**src/hdl/kts_pkg.sv**
```systemverilog
// ----------------------------------------------------------------------------
// kts_pkg
// Shared types, constants and helpers for the keyframe track sampler.
// ----------------------------------------------------------------------------
package kts_pkg;

  localparam int unsigned MAX_KEYS = 16;
  localparam int unsigned KEY_AW   = $clog2(MAX_KEYS);
  localparam int unsigned CNT_W    = $clog2(MAX_KEYS + 1);
  localparam int unsigned FRAC_W   = 16;

  // operation codes carried by the kind field
  localparam logic [1:0] KIND_CLEAR  = 2'd0;
  localparam logic [1:0] KIND_ADD    = 2'd1;
  localparam logic [1:0] KIND_SAMPLE = 2'd2;

  // component selects
  localparam logic [1:0] COMP_X = 2'd0;
  localparam logic [1:0] COMP_Y = 2'd1;
  localparam logic [1:0] COMP_Z = 2'd2;

  // one stored key
  typedef struct packed {
    logic        [31:0] time_stamp;
    logic signed [31:0] x;
    logic signed [31:0] y;
    logic signed [31:0] z;
  } key_row_t;

  // divider request
  typedef struct packed {
    logic        start;
    logic [31:0] num;
    logic [31:0] den;
  } div_req_t;

  // clamp a 40-bit signed value to signed 32 bits
  function automatic logic [31:0] sat32(input logic signed [39:0] v);
    logic [31:0] r;
    if (!v[39] && (|v[38:31])) begin
      r = 32'h7fff_ffff;
    end else if (v[39] && !(&v[38:31])) begin
      r = 32'h8000_0000;
    end else begin
      r = v[31:0];
    end
    return r;
  endfunction

  // pick one component of a key, sign-extended to 40 bits
  function automatic logic signed [39:0] comp_of(input key_row_t r, input logic [1:0] c);
    logic signed [31:0] v;
    unique case (c)
      COMP_X:  v = r.x;
      COMP_Y:  v = r.y;
      default: v = r.z;
    endcase
    return {{8{v[31]}}, v};
  endfunction

endpackage

```
**src/hdl/kts_div.sv**
```systemverilog
// ----------------------------------------------------------------------------
// kts_div
// Restoring divider: quotient = floor(num * 2^16 / den), num < den.
// One quotient bit per cycle.
// ----------------------------------------------------------------------------
module kts_div
  import kts_pkg::*;
(
  input  logic              clk_i,
  input  logic              rst_ni,
  input  div_req_t          req_i,
  output logic              done_o,
  output logic [FRAC_W-1:0] quot_o
);

  localparam int unsigned CW = $clog2(FRAC_W + 1);

  logic [32:0]       rem_q, rem_d;
  logic [31:0]       den_q, den_d;
  logic [FRAC_W-1:0] quo_q, quo_d;
  logic [CW-1:0]     cnt_q, cnt_d;
  logic              busy_q, busy_d;
  logic              done_q, done_d;
  logic [32:0]       shifted;

  // one shift-subtract step per cycle
  always_comb begin
    shifted = {rem_q[31:0], 1'b0};
    rem_d   = rem_q;
    den_d   = den_q;
    quo_d   = quo_q;
    cnt_d   = cnt_q;
    busy_d  = busy_q;
    done_d  = 1'b0;
    if (req_i.start) begin
      rem_d  = {1'b0, req_i.num};
      den_d  = req_i.den;
      cnt_d  = CW'(FRAC_W);
      busy_d = 1'b1;
    end else if (busy_q) begin
      if (shifted >= {1'b0, den_q}) begin
        rem_d = shifted - {1'b0, den_q};
        quo_d = {quo_q[FRAC_W-2:0], 1'b1};
      end else begin
        rem_d = shifted;
        quo_d = {quo_q[FRAC_W-2:0], 1'b0};
      end
      cnt_d = cnt_q - CW'(1);
      if (cnt_q == CW'(1)) begin
        busy_d = 1'b0;
        done_d = 1'b1;
      end
    end
  end

  always_ff @(posedge clk_i or negedge rst_ni) begin
    if (!rst_ni) begin
      busy_q <= 1'b0;
      done_q <= 1'b0;
      cnt_q  <= '0;
    end else begin
      busy_q <= busy_d;
      done_q <= done_d;
      cnt_q  <= cnt_d;
    end
  end

  always_ff @(posedge clk_i) begin
    rem_q <= rem_d;
    den_q <= den_d;
    quo_q <= quo_d;
  end

  assign done_o = done_q;
  assign quot_o = quo_q;

endmodule

```
**config.mk**
```make
export PLATFORM = sky130hd
export DESIGN_NAME = kts_div
export DESIGN_NICKNAME = d
export VERILOG_FILES = /design/src/hdl/kts_pkg.sv /design/src/hdl/kts_div.sv
export SDC_FILE = /design/constraint.sdc
export NUM_CORES = 1
export LEC_CHECK = 0
export BUFFER_PORTS_ARGS = -buffer_cell sky130_fd_sc_hd__buf_2
export CORE_MARGIN = 4
export CORE_UTILIZATION = 42
export DETAILED_ROUTE_END_ITERATION = 8
export HOLD_SLACK_MARGIN = 0.08
export PLACE_DENSITY_LB_ADDON = 0.05
export SLEW_MARGIN = 20
export SYNTH_ARGS = -nofsm -noshare
export SYNTH_HDL_FRONTEND = slang
export SYNTH_SLANG_ARGS = --single-unit
export TNS_END_PERCENT = 30
```
**constraint.sdc**
```tcl
create_clock -name clk_i -period 3.2 [get_ports clk_i]
set_input_delay 0.64 -clock clk_i [delete_from_list [all_inputs] [get_ports clk_i]]
set_output_delay 0.64 -clock clk_i [all_outputs]
set_load 0.02 [all_outputs]
```
==> flow_summary.json <==
{
  "status": "completed",
  "final_core_util_pct": 51.8,
  "finalNonFillerCells": 775,
  "die_area_um2": 15000,
  "final-seq-area_um2": 2580,
  "fin_skew_ns": 0.00763,
  "wl_um": 12400,
  "required_ns": 3.30,
  "rsz0062_at_grt": "false",
  "nNetsFinal": 700,
  "drtIter0Drc": 126,
  "num_rows": 41,
  "hold_buffers": 0,
  "start_util_pct": 43.3,
  "syn_area_um2": 5510,
  "arrival_ns": 3.17,
  "finalHoldViolations": 0,
  "synth-async-reset-ratio_pct": 8.05,
  "drtAntennaViolNets": 0,
  "grt_antenna_before_repair": 0,
  "r2r_setup_slack_ns": 0.14,
  "cts_root_buf": "clkbuf_16",
  "wl_per_cell_um": 16.0,
  "dp_cells": 759,
  "cp_max_fo": 20,
  "worst_pin_slew_ns": 0.517,
  "synthCells": 503,
  "ys_seq_area_share_pct": 46.8,
  "grt_overflow": 0,
  "worst_setup_path_end_kind": "flip-flop",
  "area_growth_pct": 19.5,
  "clk_latency_ns": 0.35,
  "synth_ff_type": "edfxtp_1",
  "synth_cell_types": 66,
  "finalCriticalPeriod_ns": 3.06,
  "cts.htree.levels": 3,
  "ys_warn_count": 0,
  "slew_headroom_pct": 65.5,
  "grt_pass1_vias": 3952,
  "hp-class": "in2async",
  "setup_violations": 0,
  "synth_nets": 605,
  "cts_made_buffers": 9,
  "drc": 0,
  "cap_violations": 0,
  "critPathLaunchType": "flip-flop",
  "synth-edff-count": 80,
  "core_area_um2": 12700,
  "grt_usage_pct": 17.0,
  "tritoncts": "yes",
  "num_vias": 4040,
  "place.gp.congestion": 0.882,
  "criticalPathCategory": "reg2reg",
  "n_antenna_cell": 0,
  "die_h_um": 123,
  "dp_hpwl_um": 9310,
  "power_w": 0.00646,
  "max_freq_ghz": 0.327,
  "drive_gt1_share_pct": 29.2,
  "syn_area_per_cell_um2": 11.0,
  "fin_crit_sh_pct": 95.7,
  "p_leak_nw": 2.83,
  "vias_per_cell": 5.21,
  "cts.sinks": 87,
  "report.final.slew_viol_count": 0,
  "path_clk_slew_ns": 0.07,
  "grt_pass1_wl_um": 19800,
  "io_pins": 84,
  "ys_ff_latch": 87,
  "io_buffers": 83,
  "die_x_um": 123,
  "fin_tns_setup_ns": 0,
  "multiInputGateArea_um2": 2720,
  "grt_max_degree": 46,
  "fillCellCount": 1217,
  "peakVddDrop_mv": 0.385,
  "cts_max_path_buffers": 2,
  "power_density_nw_per_um2": 981,
  "drt_pre_antenna_iters": 4
}
[timing repair]
| item | CTS | global route |
|---|---|---|
| resized for setup | 0 | 13 |
| setup endpoints to repair | 0 | 16 |
| buffers inserted | 0 | 0 |
[registers in the layout (all words and copies together) (netlist names)]
signal	count
busy_q	1
done_o	1
den_q	32
cnt_q	5
quot_o	16
rem_q	32
[where the power goes]
group | leakage (nW) | internal (W) | switching (W)
sequential | 0.890 | 0.00164 | 0.000187
combinational | 1.79 | 0.00175 | 0.00177
clock | 0.151 | 0.000624 | 0.000484
[logic make-up after synthesis]
group	share of synthesized area, %
compound gates	15.8
xor+xnor	4.29
fa+ha+maj	8.08
buf+inv	5.08
flops	46.8
mux	7.45
simple gates	12.6
[per-layer routing]
layer | vias up | part of all wire (%) | GRT usage [%]
li1 | 2056 | - | -
met1 | 1884 | 48 | 23.2
met2 | 88 | 46 | 26.8
met3 | 12 | 4.5 | 3.92
met4 | 0 | 1.5 | 5.53
met5 | - | 0 | 0
[worst max-delay path, cell delays in order, from the launching register on]
cell and delay (ns):
edfxtp_1 0.41, ha_2 0.36, nand4_1 0.11, o211ai_1 0.12, or4_4 0.58, o211ai_4 0.23
a21boi_4 0.09, nor2_4 0.12, inv_2 0.06, buf_12 0.17, mux2_4 0.31, mux2_2 0.26
[synthesized netlist by cell type (8+ instances only)]
library cell  instances  share of area, %
mux2_2               20               4.1
a21o_1               16               2.2
o21ai_0              17               1.5
mux2_4               11               3.0
nor2_1               25               1.7
edfxtp_1             80                44
nand2_1              35               2.4
ha_1                 34               7.7
xnor2_1              20               3.2
clkbuf_1              9              0.61
inv_1                40               2.7
nor2b_1              12               1.4
nand4_1               8              0.91
a21oi_1              37               3.4
nor3_1               10              0.91
[per-stage QoR]
stage / area [µm²] / setup slack [ns] / hold WS [ns]
after global placement: 6210 / 0.129 / 0.430
after detailed placement: 6210 / 0.0759 / 0.433
after CTS: 6520 / 0.0461 / 0.0985
final: 6590 / 0.138 / 0.108
after global routing: 6590 / 0.00339 / 0.109
after floorplan: 5510 / 0.239 / 0.344
[layout make-up]
cell class / instances / area share (%)
Clock buffer: 9 / 3.42
Inverter: 41 / 2.34
Tap cell: 172 / 3.27
Multi-Input combinational cell: 352 / 41.3
Clock inverter: 7 / 1.31
Sequential cell: 87 / 39.1
Timing Repair Buffer: 107 / 9.27
[placed cells by master (no fill, tap or decap), types with 16 or more instances in the layout]
cell,instances
mux2_2,20
buf_4,24
nor2_1,25
a21o_1,16
xnor2_1,20
nand2_1,35
a21oi_1,37
edfxtp_1,80
inv_1,40
ha_1,28
buf_2,82
[path summary, 6_finish.rpt]
kind	from	end	cells past startpoint
worst max register to register	rem_q[10]	rem_q[11]	11
worst min register to register	quot_o[14]	quot_o[15]	0
min in group clk_i	quot_o[14]	quot_o[15]	0
worst min-delay path	rst_ni	done_o	1
worst max-delay path	rem_q[10]	rem_q[11]	11
max in group asynchronous	rst_ni	cnt_q[1]	1
Power figures use the tool's default switching activity.
